$ cat config.mk
export PLATFORM = sky130hd
export DESIGN_NAME = matrix_element_mask_filter
export DESIGN_NICKNAME = d
export VERILOG_FILES = /design/src/hw/rtl/mmf_pkg.sv /design/src/hw/rtl/mmf_rem.sv /design/src/hw/rtl/mmf_dpath.sv /design/src/hw/rtl/mmf_ctrl.sv /design/src/hw/rtl/matrix_element_mask_filter.sv
export SDC_FILE = /design/constraint.sdc
export NUM_CORES = 1
export LEC_CHECK = 0
export BUFFER_PORTS_ARGS = -buffer_cell sky130_fd_sc_hd__buf_4
export CAP_MARGIN = 20
export CELL_PAD_IN_SITES_DETAIL_PLACEMENT = 1
export CELL_PAD_IN_SITES_GLOBAL_PLACEMENT = 1
export CORE_MARGIN = 2
export CORE_UTILIZATION = 44
export CTS_BUF_LIST = sky130_fd_sc_hd__clkbuf_4 sky130_fd_sc_hd__clkbuf_8
export DETAILED_ROUTE_END_ITERATION = 8
export PLACE_DENSITY_LB_ADDON = 0.05
export SLEW_MARGIN = 10
export SYNTH_ARGS = -nofsm -noshare
export SYNTH_HDL_FRONTEND = slang
export SYNTH_HIERARCHICAL = 1
export SYNTH_SLANG_ARGS = --single-unit
export TNS_END_PERCENT = 50
$ cat constraint.sdc
create_clock -name clock -period 4.1 [get_ports clock]
set_input_delay 0.205 -clock clock [delete_from_list [all_inputs] [get_ports clock]]
set_output_delay 0.205 -clock clock [all_outputs]
set_load 0.02 [all_outputs]
$ cat src/hw/rtl/mmf_pkg.sv
package mmf_pkg;

   localparam int MAX_DIM = 32;
   localparam int DIM_W   = 6;
   localparam int IDX_W   = 5;
   localparam int VALUE_W = 32;
   localparam int DIV_W   = 16;
   localparam int MODE_W  = 3;
   localparam int CSR_IDX_W = 2;

   localparam logic [MODE_W-1:0] MODE_ALL     = 3'd0;
   localparam logic [MODE_W-1:0] MODE_CORNERS = 3'd1;
   localparam logic [MODE_W-1:0] MODE_BORDER  = 3'd2;
   localparam logic [MODE_W-1:0] MODE_DIAG    = 3'd3;
   localparam logic [MODE_W-1:0] MODE_PRIME   = 3'd4;

   localparam logic [CSR_IDX_W-1:0] REG_ROW_COUNT = 2'd0;
   localparam logic [CSR_IDX_W-1:0] REG_COL_COUNT = 2'd1;
   localparam logic [CSR_IDX_W-1:0] REG_MASK_MODE = 2'd2;

   typedef struct packed {
      logic load;
      logic emit_mask;
      logic prime_init;
      logic div_start;
      logic next_divisor;
      logic emit_prime;
      logic emit_zero;
   } mmf_cmd_type;

   typedef struct packed {
      logic need_prime;
      logic sq_over;
      logic rem_done;
      logic rem_zero;
   } mmf_status_type;

endpackage

$ cat src/hw/rtl/mmf_rem.sv
module mmf_rem
   import mmf_pkg::*;
(
   input  logic               clock,
   input  logic               reset,
   input  logic               start,
   input  logic [VALUE_W-2:0] dividend,
   input  logic [DIV_W-1:0]   divisor,
   output logic               done,
   output logic               rem_zero
);

   localparam int CNT_W = $clog2(VALUE_W - 1);

   logic               run_ff, run_in;
   logic               done_ff, done_in;
   logic [CNT_W-1:0]   cnt_ff, cnt_in;
   logic [DIV_W-1:0]   rem_ff, rem_in;
   logic [VALUE_W-2:0] shreg_ff, shreg_in;
   logic [DIV_W:0]     trial;

   // one quotient bit per cycle, restoring form, remainder only
   assign trial = {rem_ff, shreg_ff[VALUE_W-2]};

   always_comb begin
      run_in   = run_ff;
      done_in  = 1'b0;
      cnt_in   = cnt_ff;
      rem_in   = rem_ff;
      shreg_in = shreg_ff;
      if (start) begin
         run_in   = 1'b1;
         cnt_in   = CNT_W'(VALUE_W - 2);
         rem_in   = '0;
         shreg_in = dividend;
      end else if (run_ff) begin
         if (trial >= {1'b0, divisor}) begin
            rem_in = DIV_W'(trial - {1'b0, divisor});
         end else begin
            rem_in = trial[DIV_W-1:0];
         end
         shreg_in = {shreg_ff[VALUE_W-3:0], 1'b0};
         cnt_in   = cnt_ff - 1'b1;
         if (cnt_ff == '0) begin
            run_in  = 1'b0;
            done_in = 1'b1;
         end
      end
   end

   always_ff @(posedge clock) begin
      if (reset) begin
         run_ff  <= 1'b0;
         done_ff <= 1'b0;
      end else begin
         run_ff  <= run_in;
         done_ff <= done_in;
      end
      cnt_ff   <= cnt_in;
      rem_ff   <= rem_in;
      shreg_ff <= shreg_in;
   end

   assign done     = done_ff;
   assign rem_zero = (rem_ff == '0);

endmodule

$ cat src/hw/rtl/mmf_dpath.sv
module mmf_dpath
   import mmf_pkg::*;
(
   input  logic                 clock,
   input  logic                 reset,
   input  mmf_cmd_type          cmd,
   output mmf_status_type       status,
   input  logic                 csr_valid,
   input  logic [CSR_IDX_W-1:0] csr_index,
   input  logic [DIM_W-1:0]     csr_wdata,
   input  logic [VALUE_W-1:0]   req_element_value,
   input  logic [IDX_W-1:0]     req_row_index,
   input  logic [IDX_W-1:0]     req_col_index,
   output logic                 rsp_strobe,
   output logic [VALUE_W-1:0]   rsp_shown_value,
   output logic                 rsp_shape_error
);

   logic [DIM_W-1:0]   row_count_ff;
   logic [DIM_W-1:0]   col_count_ff;
   logic [MODE_W-1:0]  mask_mode_ff;
   logic [VALUE_W-1:0] val_ff;
   logic [IDX_W-1:0]   row_ff;
   logic [IDX_W-1:0]   col_ff;
   logic [DIV_W-1:0]   div_ff, div_in;
   logic [VALUE_W-1:0] div_sq_ff, div_sq_in;
   logic               strobe_ff;
   logic [VALUE_W-1:0] shown_ff, shown_in;
   logic               err_ff, err_in;

   logic [DIM_W-1:0] rows_eff, cols_eff, i6, j6;
   logic             in_matrix, rim_row, rim_col, on_diag;
   logic             sel, err;
   logic             need_prime, sq_over, rem_done, rem_zero;

   function automatic logic [DIM_W-1:0] clamp_count(input logic [DIM_W-1:0] c);
      logic [DIM_W-1:0] r;
      r = c;
      if (c == '0) begin
         r = DIM_W'(1);
      end else if (c > DIM_W'(MAX_DIM)) begin
         r = DIM_W'(MAX_DIM);
      end
      return r;
   endfunction

   always_ff @(posedge clock) begin
      if (reset) begin
         row_count_ff <= DIM_W'(1);
         col_count_ff <= DIM_W'(1);
         mask_mode_ff <= MODE_ALL;
      end else if (csr_valid) begin
         case (csr_index)
            REG_ROW_COUNT: row_count_ff <= csr_wdata;
            REG_COL_COUNT: col_count_ff <= csr_wdata;
            REG_MASK_MODE: mask_mode_ff <= csr_wdata[MODE_W-1:0];
            default: ;
         endcase
      end
   end

   always_ff @(posedge clock) begin
      if (cmd.load) begin
         val_ff <= req_element_value;
         row_ff <= req_row_index;
         col_ff <= req_col_index;
      end
   end

   assign rows_eff  = clamp_count(row_count_ff);
   assign cols_eff  = clamp_count(col_count_ff);
   assign i6        = {1'b0, row_ff};
   assign j6        = {1'b0, col_ff};
   assign in_matrix = (i6 < rows_eff) && (j6 < cols_eff);
   assign rim_row   = (i6 == '0) || (i6 == rows_eff - DIM_W'(1));
   assign rim_col   = (j6 == '0) || (j6 == cols_eff - DIM_W'(1));
   assign on_diag   = (i6 == j6) || (DIM_W'(i6 + j6) == cols_eff - DIM_W'(1));

   always_comb begin
      sel = 1'b0;
      err = 1'b0;
      case (mask_mode_ff)
         MODE_ALL:     sel = in_matrix;
         MODE_CORNERS: sel = in_matrix && rim_row && rim_col;
         MODE_BORDER:  sel = in_matrix && (rim_row || rim_col);
         MODE_DIAG: begin
            if (rows_eff != cols_eff) begin
               err = 1'b1;
            end else begin
               sel = in_matrix && on_diag;
            end
         end
         default: sel = 1'b0;
      endcase
   end

   // trial divisor and its square, square advanced by 2d+1
   always_comb begin
      div_in    = div_ff;
      div_sq_in = div_sq_ff;
      if (cmd.prime_init) begin
         div_in    = DIV_W'(2);
         div_sq_in = VALUE_W'(4);
      end else if (cmd.next_divisor) begin
         div_in    = div_ff + 1'b1;
         div_sq_in = div_sq_ff + VALUE_W'({div_ff, 1'b1});
      end
   end

   always_ff @(posedge clock) begin
      div_ff    <= div_in;
      div_sq_ff <= div_sq_in;
   end

   mmf_rem u_rem (
      .clock    (clock),
      .reset    (reset),
      .start    (cmd.div_start),
      .dividend (val_ff[VALUE_W-2:0]),
      .divisor  (div_ff),
      .done     (rem_done),
      .rem_zero (rem_zero)
   );

   assign need_prime = (mask_mode_ff == MODE_PRIME) && in_matrix
                       && !val_ff[VALUE_W-1] && (val_ff[VALUE_W-2:1] != '0);
   assign sq_over    = div_sq_ff > {1'b0, val_ff[VALUE_W-2:0]};
   assign status     = {need_prime, sq_over, rem_done, rem_zero};

   always_comb begin
      shown_in = '0;
      err_in   = 1'b0;
      if (cmd.emit_mask) begin
         shown_in = sel ? val_ff : '0;
         err_in   = err;
      end else if (cmd.emit_prime) begin
         shown_in = val_ff;
      end
   end

   always_ff @(posedge clock) begin
      if (reset) begin
         strobe_ff <= 1'b0;
      end else begin
         strobe_ff <= cmd.emit_mask || cmd.emit_prime || cmd.emit_zero;
      end
      shown_ff <= shown_in;
      err_ff   <= err_in;
   end

   assign rsp_strobe      = strobe_ff;
   assign rsp_shown_value = shown_ff;
   assign rsp_shape_error = err_ff;

endmodule

$ cat src/hw/rtl/mmf_ctrl.sv
module mmf_ctrl
   import mmf_pkg::*;
(
   input  logic           clock,
   input  logic           reset,
   input  logic           start,
   input  mmf_status_type status,
   output mmf_cmd_type    cmd,
   output logic           busy
);

   localparam logic [1:0] S_IDLE   = 2'd0;
   localparam logic [1:0] S_DECIDE = 2'd1;
   localparam logic [1:0] S_TEST   = 2'd2;
   localparam logic [1:0] S_DIVIDE = 2'd3;

   logic [1:0] state_ff, state_in;

   always_comb begin
      state_in = state_ff;
      cmd      = '0;
      case (state_ff)
         S_IDLE: begin
            if (start) begin
               cmd.load = 1'b1;
               state_in = S_DECIDE;
            end
         end
         S_DECIDE: begin
            if (status.need_prime) begin
               cmd.prime_init = 1'b1;
               state_in       = S_TEST;
            end else begin
               cmd.emit_mask = 1'b1;
               state_in      = S_IDLE;
            end
         end
         S_TEST: begin
            if (status.sq_over) begin
               cmd.emit_prime = 1'b1;
               state_in       = S_IDLE;
            end else begin
               cmd.div_start = 1'b1;
               state_in      = S_DIVIDE;
            end
         end
         S_DIVIDE: begin
            if (status.rem_done) begin
               if (status.rem_zero) begin
                  cmd.emit_zero = 1'b1;
                  state_in      = S_IDLE;
               end else begin
                  cmd.next_divisor = 1'b1;
                  state_in         = S_TEST;
               end
            end
         end
         default: state_in = S_IDLE;
      endcase
   end

   always_ff @(posedge clock) begin
      if (reset) begin
         state_ff <= S_IDLE;
      end else begin
         state_ff <= state_in;
      end
   end

   assign busy = (state_ff != S_IDLE);

endmodule

$ cat src/hw/rtl/matrix_element_mask_filter.sv
// Outside prime mode the item is registered on accept, the decide state
// issues the mask command and the strobe register shows the result beat.
// Prime mode adds, per trial divisor, a test state and the 31-step remainder
// unit with its done beat. Throughput: one item at a time; busy drops in the
// cycle the result shows, so a large prime near 2^31 holds the block longest.
// Reset (sync, active high) clears FSM, strobe, config; receiver cannot stall.
module matrix_element_mask_filter
   import mmf_pkg::*;
(
   input  logic                 clock,
   input  logic                 reset,
   input  logic                 start,
   output logic                 busy,
   input  logic [VALUE_W-1:0]   req_element_value,
   input  logic [IDX_W-1:0]     req_row_index,
   input  logic [IDX_W-1:0]     req_col_index,
   output logic                 rsp_strobe,
   output logic [VALUE_W-1:0]   rsp_shown_value,
   output logic                 rsp_shape_error,
   input  logic                 csr_valid,
   output logic                 csr_ready,
   input  logic [CSR_IDX_W-1:0] csr_index,
   input  logic [DIM_W-1:0]     csr_wdata
);

   mmf_cmd_type    cmd;
   mmf_status_type status;

   // config writes are registered directly, so the port never pushes back
   assign csr_ready = 1'b1;

   // sequencer: owns the item flow, drives the datapath by commands only
   mmf_ctrl u_ctrl (
      .clock  (clock),
      .reset  (reset),
      .start  (start),
      .status (status),
      .cmd    (cmd),
      .busy   (busy)
   );

   // datapath: config regs, mask decode, trial divisor and output beat
   mmf_dpath u_dpath (
      .clock             (clock),
      .reset             (reset),
      .cmd               (cmd),
      .status            (status),
      .csr_valid         (csr_valid),
      .csr_index         (csr_index),
      .csr_wdata         (csr_wdata),
      .req_element_value (req_element_value),
      .req_row_index     (req_row_index),
      .req_col_index     (req_col_index),
      .rsp_strobe        (rsp_strobe),
      .rsp_shown_value   (rsp_shown_value),
      .rsp_shape_error   (rsp_shape_error)
   );

   // an accepted beat always makes the block busy in the next cycle
   a_accept_busy: assert property (@(posedge clock) disable iff (reset)
      (start && !busy) |=> busy)
      else $error("accepted item did not make the block busy");

   // a result beat only follows a cycle of work
   a_rsp_after_busy: assert property (@(posedge clock) disable iff (reset)
      rsp_strobe |-> $past(busy))
      else $error("result beat without a preceding busy cycle");

   // a shape error never carries a value
   a_err_zero: assert property (@(posedge clock) disable iff (reset)
      (rsp_strobe && rsp_shape_error) |-> (rsp_shown_value == '0))
      else $error("shape error with nonzero shown value");

   // at most one emit command at a time, and never while idle
   a_one_emit: assert property (@(posedge clock) disable iff (reset)
      $countones({cmd.emit_mask, cmd.emit_prime, cmd.emit_zero}) <= 1
      && !(!busy && (cmd.emit_mask || cmd.emit_prime || cmd.emit_zero)))
      else $error("conflicting or idle emit command");

endmodule

; Yosys cells after proc, flatten, opt, wreduce, memory -nomap -nowiden
; Cells that the tools add are included.
[word_totals]
register_bits = 195
latch_bits = 0
mem_count = 0
in_bits = 54
wordCells = 118
rom_bits = 0
output_inout_bits = 36
ramBits = 0
[op_classes]
multipliers = 0
order_cmp = 6
n_bitwise = 1
n_shift = 0
addsub = 7
n_div = 0
eq_ne = 16
n_mux = 38
reduce_logical = 33
[ops]
columns = op, count
row1 = 32-bit two-way mux, 3
row2 = 31-bit two-way mux, 2
row3 = 32-bit by 17-bit adder with 32-bit output, 1
row4 = 32-bit by 31-bit greater-than comparator with 1-bit output, 1
row5 = 30-bit nonzero test, 1
row6 = 6-bit zero test, 4
row7 = 6-bit two-way mux, 4
row8 = 1-bit two-way mux, 20
row9 = 17-bit by 16-bit >= comparator with 1-bit output, 1
row10 = "16-bit by 1-bit adder with 16-bit output, second input constant", 1
row11 = 16-bit zero test, 1
row12 = 16-bit two-way mux, 1
row13 = 16-bit subtractor, 1
row14 = 5-bit by 6-bit equality test with 1-bit output, 2
row15 = "6-bit greater-than comparator, second input constant", 2
row16 = 5-bit by 6-bit < comparator with 1-bit output, 2
row17 = 2-bit two-way mux, 6
row18 = "6-bit by 1-bit subtractor with 6-bit output, second input constant", 2
row19 = 2-bit AND reduction, 5
row20 = 1-bit logical AND, 8
row21 = 2-bit case mux with 4 select lines, 1
row22 = 5-bit by 5-bit adder with 6-bit output, 1
row23 = "2-bit equality test, second input constant", 3
row24 = "3-bit by 2-bit equality test with 1-bit output, second input constant", 2
row25 = other kinds (18), 26

; Longest topological paths before layout
; Gate-level depths: netlist of the first run.
[logic_depth]
word_depth = 12
depth_mapped = 22
depth_no_buf = 16

; Cells and area by module
; The synthesis of the first run kept the hierarchy.
[by_module_without_submodules]
columns = module, n_inst, seq_area_each_um2, area_each_um2, cells_per_inst
row1 = mmf_dpath, 1, 3203.1, 8051.5, 866
row2 = mmf_rem, 1, 1391.3, 3183.1, 303
row3 = mmf_ctrl, 1, 40.0, 176.4, 22
row4 = matrix_element_mask_filter, 1, 0.0, 11.3, 2

; Worst setup path after synthesis of the first run
; OpenSTA, ideal clock, no wires.
[synth_timing]
kind = reg2reg
startpoint = reg u_dpath.row_count_ff[5]
endpoint = reg u_dpath.div_ff[10]
path_stages_with_launch = 20
required_ps = 3972
t_arrival_ps = 3822
synth_period_minus_slack_ps = 3949
path_slack_ps = 151
path_cell_list = dfxtp_1 > clkbuf_1 > nand2b_1 > ha_1 > nor2b_1 > o21a_1 > o21a_1 > o21a_1 > o21bai_1 > clkbuf_1 > nand2_1 > nor2_1 > buf_4 > nand2_1 > nor2_1 > clkbuf_1 > clkbuf_1 > clkbuf_1 > clkbuf_1 > nor2_1
[synth_lines]
columns = item, line
row1 = start: declaration, mmf_dpath.sv:19  ; logic [DIM_W-1:0] row_count_ff;
row2 = start signal: assignment, mmf_dpath.sv:54  ; REG_ROW_COUNT: row_count_ff <= csr_wdata;
row3 = end signal: assignment, mmf_dpath.sv:111  ; div_ff <= div_in;
row4 = end: declaration, mmf_dpath.sv:25  ; logic [DIV_W-1:0] div_ff, div_in;

==> results.sh, run 1 <==
export IMPL_synth_seq_cells=195
export IMPL_dp_cells=1564
export IMPL_post_route_period_util_pct=87.7
export IMPL_clkTransAtPathRegs_ps=140
export IMPL_yosys_area_share_xor_xnor_pct=4.06
export IMPL_hold_buffers=48
export IMPL_hold_class="in -> reg"
export IMPL_clock_sinks=195
export IMPL_drv_slew=0
export IMPL_gp_congestion=0.831
export IMPL_worst_pin_slew_ps=745
export IMPL_grt_max_degree=45
export IMPL_synth_fa_ha_area_share_pct=9.51
export IMPL_layout_common_cells="122 x dfxtp_1, 103 x buf_4, 92 x nand2_1"
export IMPL_finClkSkew_ps=27.5
export IMPL_drv_cap=0
export IMPL_area_delta_synth_final_pct=16.5
export IMPL_reg2reg_from="u_dpath/val_ff[27]$_DFFE_PP_"
export IMPL_cts_resized=0
export IMPL_crit_end="u_dpath/u_rem/rem_ff[8]$_SDFFE_PP0P_"
export IMPL_rsz0062_at_grt="false"
export IMPL_die_area_um2=27300
export IMPL_use_met1_pct=32.5
export IMPL_power_leakage_nw=5.42
export IMPL_core_area_um2=25300
export IMPL_max_stage_delay_ps=510
export IMPL_synth_compound_area_share_pct=16.9
export IMPL_top_usage_layer="met2"
export IMPL_port_buffers=88
export IMPL_worst_path_buf_inv=3
export IMPL_seqCellArea_um2=4630
export IMPL_htree_levels=4
export IMPL_die_h_um=165
export IMPL_r2r_worst_path_cells=11
export IMPL_synth_edf_count=73
export IMPL_grt_antenna_before_repair=0
export IMPL_multi_input_area_um2=6220
export IMPL_regToRegSetupSlack_ps=500
export IMPL_fin_crit_ps=3600
export IMPL_dp_hpwl_um=22700
export IMPL_drive_gt1_share_pct=18.1
export IMPL_required_ps=4430
export IMPL_cp_cell_sequence="inv_1 > ha_1 > inv_1 > nor4_1 > nand3_1 > nor4_1 > a21oi_1 > nor3b_4 > buf_4 > nand2b_1 > o311ai_0"
export IMPL_crit_path_max_fanout=44
export IMPL_hold_viol=0
export IMPL_die_w_um=165
export IMPL_synthSimpleGateAreaFrac_pct=17.4
export IMPL_syn_area_um2=11400
export IMPL_worst_path_stages=11
export IMPL_antenna_cells=0
export IMPL_root_buffer="clkbuf_8"
export IMPL_crit_family="simple AND/OR/NAND/NOR gates"
export IMPL_ios=90
export IMPL_synth_area_per_cell_um2=9.57
export IMPL_relSlewSlack_pct=50.4
export IMPL_grt_use_met2_pct=41.2
export IMPL_synth_mux_area_share_pct=6.22
export IMPL_crit_path_start="u_dpath/val_ff[27]$_DFFE_PP_"
export IMPL_detail_route_wl_per_cell_um=19.2
export IMPL_synthDistinctLibCells=86
export IMPL_finalNetCount=1441
export IMPL_worst_path_max_delay_cell="edfxtp_1"
export IMPL_start_kind="flop"
export IMPL_row_count=58
export IMPL_fin_setup_tns_ps=0
export IMPL_run_status="finished, final reports clean"
export IMPL_clk_latency_ps=490
export IMPL_cts_setup_buffers=0
export IMPL_start_util_pct=45.1
export IMPL_syn_instance_count=1193
export IMPL_clockBufferDepth=2
export IMPL_grtUsageMet3_pct=3.45
export IMPL_max_freq_mhz=278
export IMPL_cp_end_kind="flop"
export IMPL_grtUsageTotal_pct=24.1
export IMPL_critPathArrivalTime_ps=3920
export IMPL_stdcell_count=1645
export IMPL_whs_ps=58.8
export IMPL_ys_warn_count=6
export IMPL_vias=9256
export IMPL_cts_buffers_inserted=17
export IMPL_r2r_end="u_dpath/u_rem/rem_ff[8]$_SDFFE_PP0P_"
export IMPL_fill_cells=2893
export IMPL_overflow=0
export IMPL_ys_seq_area_share_pct=40.6
export IMPL_ys_flop_type="dfxtp_1"
export IMPL_critical_path_class="reg -> reg"
export IMPL_setup_viol=0
export IMPL_firstDrtPassIters=4
export IMPL_wl_um=31600
export IMPL_cts_tree="done"
export IMPL_grt_pass1_vias=9576
export IMPL_antenna_left=0
export IMPL_async_flop_share_pct=0
export IMPL_p_per_area_nw_per_um2=305
export IMPL_synth_fp_nets=1332
export IMPL_fin_util_pct=52.5
export IMPL_layout_commonest_cell="dfxtp_1"
export IMPL_drc_errors=0
export IMPL_via_per_inst=5.63
export IMPL_first_iter_violations=505
export IMPL_synth_top_family_by_area="simple AND/OR/NAND/NOR gates"
export IMPL_grt_pass1_wl_um=51800
export IMPL_max_vdd_ir_drop_uv=218
-- per-layer routing --
metal | share of wire, % | up-vias
li1 | - | 4566
met1 | 47 | 4530
met2 | 49 | 131
met3 | 2.5 | 29
met4 | 1.6 | 0
met5 | 0 | -
-- how the worst min path moves through the flow --
stage | start | endpoint | slack, ps | cells after the start
after CTS | reset | u_dpath/col_count_ff[2]$_SDFFE_PP0P_ | 30 | 2
after floorplan | reset | u_ctrl/state_ff[0]$_SDFFE_PP0P_ | 280 | 1
final | reset | u_dpath/mask_mode_ff[2]$_SDFFE_PP0P_ | 60 | 2
after global routing | reset | u_ctrl/state_ff[0]$_SDFFE_PP0P_ | 30 | 2
after detailed placement | req_element_value[19] | u_dpath/val_ff[19]$_DFFE_PP_ | 380 | 1
after global placement | req_element_value[19] | u_dpath/val_ff[19]$_DFFE_PP_ | 380 | 1
-- stage by stage --
| step | total power, mW | instance area (um2) | setup slack [ps] |
|---|---|---|---|
| finish | 4.06 | 13300 | 504 |
| global route | 4.25 | 13300 | 185 |
| CTS | 4.10 | 13300 | 526 |
| detailed placement | 2.61 | 12300 | 600 |
| global placement | 2.60 | 12300 | 802 |
| floorplan | 2.45 | 11400 | 151 |
-- cells by family (layout without fill, tap and decap cells) --
logic type      after synthesis  after routing
other cells                   1              1
flops                       195            195
simple gates                383            383
compound gates              272            272
xor+xnor                     53             53
buf+inv                     139            261
fa+ha+maj                    85             85
mux                          65             65
-- cells in the mapped netlist, types with 3 or more instances --
cell type | count | area share [%]
buf_4 | 11 | 0.72
a21oi_1 | 61 | 2.7
dfxtp_1 | 122 | 21
a211oi_1 | 10 | 0.66
mux2_2 | 44 | 4.3
nand3_1 | 28 | 1.2
or3_1 | 8 | 0.44
nor2_1 | 80 | 2.6
nor3b_1 | 7 | 0.46
o211ai_1 | 7 | 0.46
buf_6 | 5 | 0.49
nand2b_1 | 14 | 0.77
a21o_1 | 28 | 1.8
o21ai_0 | 37 | 1.6
a32oi_1 | 7 | 0.54
o41ai_1 | 4 | 0.31
o22ai_1 | 3 | 0.16
o21ai_2 | 32 | 2.5
nor4_1 | 18 | 0.99
a31oi_1 | 7 | 0.38
edfxtp_1 | 73 | 19
ha_1 | 82 | 9.0
nand4_1 | 50 | 2.7
and2_1 | 3 | 0.16
nor3_1 | 18 | 0.79
o21bai_1 | 10 | 0.66
clkbuf_1 | 38 | 1.2
xnor2_1 | 33 | 2.5
and3_1 | 11 | 0.60
mux2i_1 | 20 | 1.8
a2111oi_0 | 3 | 0.23
o31a_1 | 3 | 0.23
nor2b_1 | 29 | 1.6
inv_1 | 76 | 2.5
o311ai_0 | 3 | 0.23
a211o_1 | 4 | 0.31
buf_2 | 6 | 0.26
nand3b_1 | 3 | 0.20
a311oi_1 | 3 | 0.23
xor2_1 | 20 | 1.5
fa_1 | 3 | 0.53
nand2_1 | 92 | 3.0
o21a_1 | 17 | 1.1
o31ai_1 | 7 | 0.46
-- where the power goes --
| part | internal, mW | switching (mW) |
|---|---|---|
| Combinational | 0.216 | 0.257 |
| Clock | 0.523 | 0.931 |
| Sequential | 2.06 | 0.0738 |
-- flip-flops by register name, indices dropped and copies added (netlist names), 6 cells and up --
name,cells
u_dpath/rsp_shown_value,32
u_dpath/row_count_ff,6
u_dpath/u_rem/rem_ff,16
u_dpath/col_count_ff,6
u_dpath/u_rem/shreg_ff,31
u_dpath/div_ff,16
u_dpath/val_ff,32
u_dpath/div_sq_ff,32
-- final cells by class --
cell class | instances | share of cell area (%)
multi-input combinational | 859 | 46.7
sequential | 195 | 34.8
timing repair buffer | 153 | 9.61
tap | 330 | 3.10
inverter | 76 | 2.14
clock inverter | 15 | 1.80
clock buffer | 17 | 1.76
Power figures use the tool's default switching activity.
==> run 2, diff against run 1 <==
Settings changed: BUFFER_PORTS_ARGS -buffer_cell sky130_fd_sc_hd__buf_4 to -buffer_cell sky130_fd_sc_hd__buf_2.
==> run 2 against run 1 <==
Against the previous run: worst setup slack better by 44 ps; routed wire length shrank 1.7%; utilization shrank 0.85 points; maximum frequency rose by 1.3%; sequential cell count is the same; highest routed layer unchanged; design area fell by 1.6%; clock skew is 9.8 ps higher; sequential power is essentially flat; final cell count is essentially flat.
==> results.sh, run 2 (synthesis results as in run 1) <==
export IMPL_drc_errors=0
export IMPL_fill_cells=2874
export IMPL_top_usage_layer="met2"
export IMPL_detail_route_wl_per_cell_um=18.9
export IMPL_finalNetCount=1440
export IMPL_grt_antenna_before_repair=0
export IMPL_die_area_um2=27300
export IMPL_grt_pass1_wl_um=50400
export IMPL_required_ps=4350
export IMPL_clockBufferDepth=2
export IMPL_fin_area_um2=13100
export IMPL_die_h_um=165
export IMPL_clkTransAtPathRegs_ps=150
export IMPL_grtUsageMet3_pct=2.87
export IMPL_critPathArrivalTime_ps=3800
export IMPL_use_met1_pct=31.3
export IMPL_drv_cap=0
export IMPL_finClkSkew_ps=37.3
export IMPL_grt_use_met2_pct=41.3
export IMPL_worst_pin_slew_ps=775
export IMPL_area_delta_synth_final_pct=14.6
export IMPL_grt_max_degree=44
export IMPL_setup_viol=0
export IMPL_fin_crit_ps=3550
export IMPL_antenna_left=0
export IMPL_p_int_mw=2.77
export IMPL_vias=9290
export IMPL_power_frac_seq_pct=53.1
export IMPL_htree_levels=4
export IMPL_start_util_pct=45.1
export IMPL_row_count=58
export IMPL_max_freq_mhz=282
export IMPL_overflow=0
export IMPL_power_total_mw=4.01
export IMPL_clkPwrFrac_pct=35.6
export IMPL_root_buffer="clkbuf_8"
export IMPL_critical_path_class="reg -> reg"
export IMPL_core_area_um2=25300
export IMPL_layout_commonest_cell="dfxtp_1"
export IMPL_layout_common_cells="122 x dfxtp_1, 92 x nand2_1, 89 x buf_2"
export IMPL_rsz0062_at_grt="false"
export IMPL_wl_um=31100
export IMPL_power_leakage_nw=5.37
export IMPL_port_buffers=88
export IMPL_fin_setup_tns_ps=0
export IMPL_relSlewSlack_pct=48.3
export IMPL_run_status="finished, final reports clean"
export IMPL_dp_hpwl_um=22500
export IMPL_first_iter_violations=478
export IMPL_ios=90
export IMPL_p_per_area_nw_per_um2=307
export IMPL_clk_latency_ps=510
export IMPL_start_kind="flop"
export IMPL_antenna_cells=0
export IMPL_grtUsageTotal_pct=23.7
export IMPL_hold_class="in -> reg"
export IMPL_switching_share_pct=30.8
export IMPL_cts_setup_buffers=0
export IMPL_cts_buffers_inserted=17
export IMPL_crit_path_max_fanout=24
export IMPL_hold_viol=0
export IMPL_drv_slew=0
export IMPL_max_vdd_ir_drop_uv=195
export IMPL_seqCellArea_um2=4630
export IMPL_post_route_period_util_pct=86.6
export IMPL_comb_power_share_pct=11.3
export IMPL_p_sw_mw=1.24
export IMPL_cts_resized=0
export IMPL_place_area_um2=12100
export IMPL_die_w_um=165
export IMPL_cts_tree="done"
export IMPL_drive_gt1_share_pct=18.0
export IMPL_clock_sinks=195
export IMPL_multi_input_area_um2=6220
export IMPL_firstDrtPassIters=4
export IMPL_gp_congestion=0.820
export IMPL_grt_pass1_vias=9387
export IMPL_whs_ps=96.5
export IMPL_cp_end_kind="flop"
export IMPL_via_per_inst=5.65
run 2: cell types whose count changed in the layout (fill, tap and decap cells not counted), sizes merged:
cell / previous run / this run
inv: 87 / 86
clkinv: 4 / 5
clkbuf: 18 / 17
run 2: area by class of cell:
cell class	instances	share of cell area, %
clock buffers	17	1.79
clock inverters	15	1.82
inverters	76	2.18
multi-input cells	859	47.5
flip-flops and latches	195	35.4
well taps	330	3.16
repair buffers	152	8.13
run 2: power groups by stage:
stage	Combinational (mW)	Sequential (mW)	Clock [mW]
global placement	0.405	2.17	0
finish	0.454	2.13	1.43
global route	0.504	2.14	1.54
CTS	0.455	2.13	1.47
floorplan	0.303	2.14	0
detailed placement	0.416	2.17	0
run 2: what timing repair did:
item,4_1_cts,5_1_grt
endpoints found under the hold margin,55,0
hold buffers,48,0
endpoints found under the setup margin,0,0
run 2: per-layer routing:
metal,vias to the layer above,part of all wire [%]
met3,32,2.1
met1,4573,47
met4,0,1.6
met5,-,0
li1,4566,-
met2,119,49
run 2: final timing paths:
| check | start | end | slack (ps) | cells after the start |
|---|---|---|---|---|
| worst max-delay path | u_dpath/val_ff[27]$_DFFE_PP_ | u_dpath/u_rem/shreg_ff[11]$_DFFE_PP_ | 550 | 11 |
| worst max register to register | u_dpath/val_ff[27]$_DFFE_PP_ | u_dpath/u_rem/shreg_ff[11]$_DFFE_PP_ | 550 | 11 |
| worst min register to register | u_dpath/div_sq_ff[6]$_SDFFE_PP0P_ | u_dpath/div_sq_ff[6]$_SDFFE_PP0P_ | 510 | 2 |
| worst min-delay path | reset | u_dpath/col_count_ff[3]$_SDFFE_PP0P_ | 100 | 2 |
run 2: critical path, cell delays in order (launching register included):
cell	delay, ps
edfxtp_1	460
inv_1	60
ha_1	280
inv_1	50
nor4_1	490
nand3_1	200
nor4_1	320
a21oi_1	170
nor3b_4	220
buf_4	310
buf_4	340
mux2_2	380
run 2: through the flow:
stage | setup WS [ps] | std cells | utilization (%)
after floorplan | 151 | 1193 | -
after global routing | 304 | 1644 | 51.7
after global placement | 728 | 1563 | 47.9
after detailed placement | 580 | 1563 | 47.9
final | 549 | 1644 | 51.7
after CTS | 539 | 1643 | 51.7
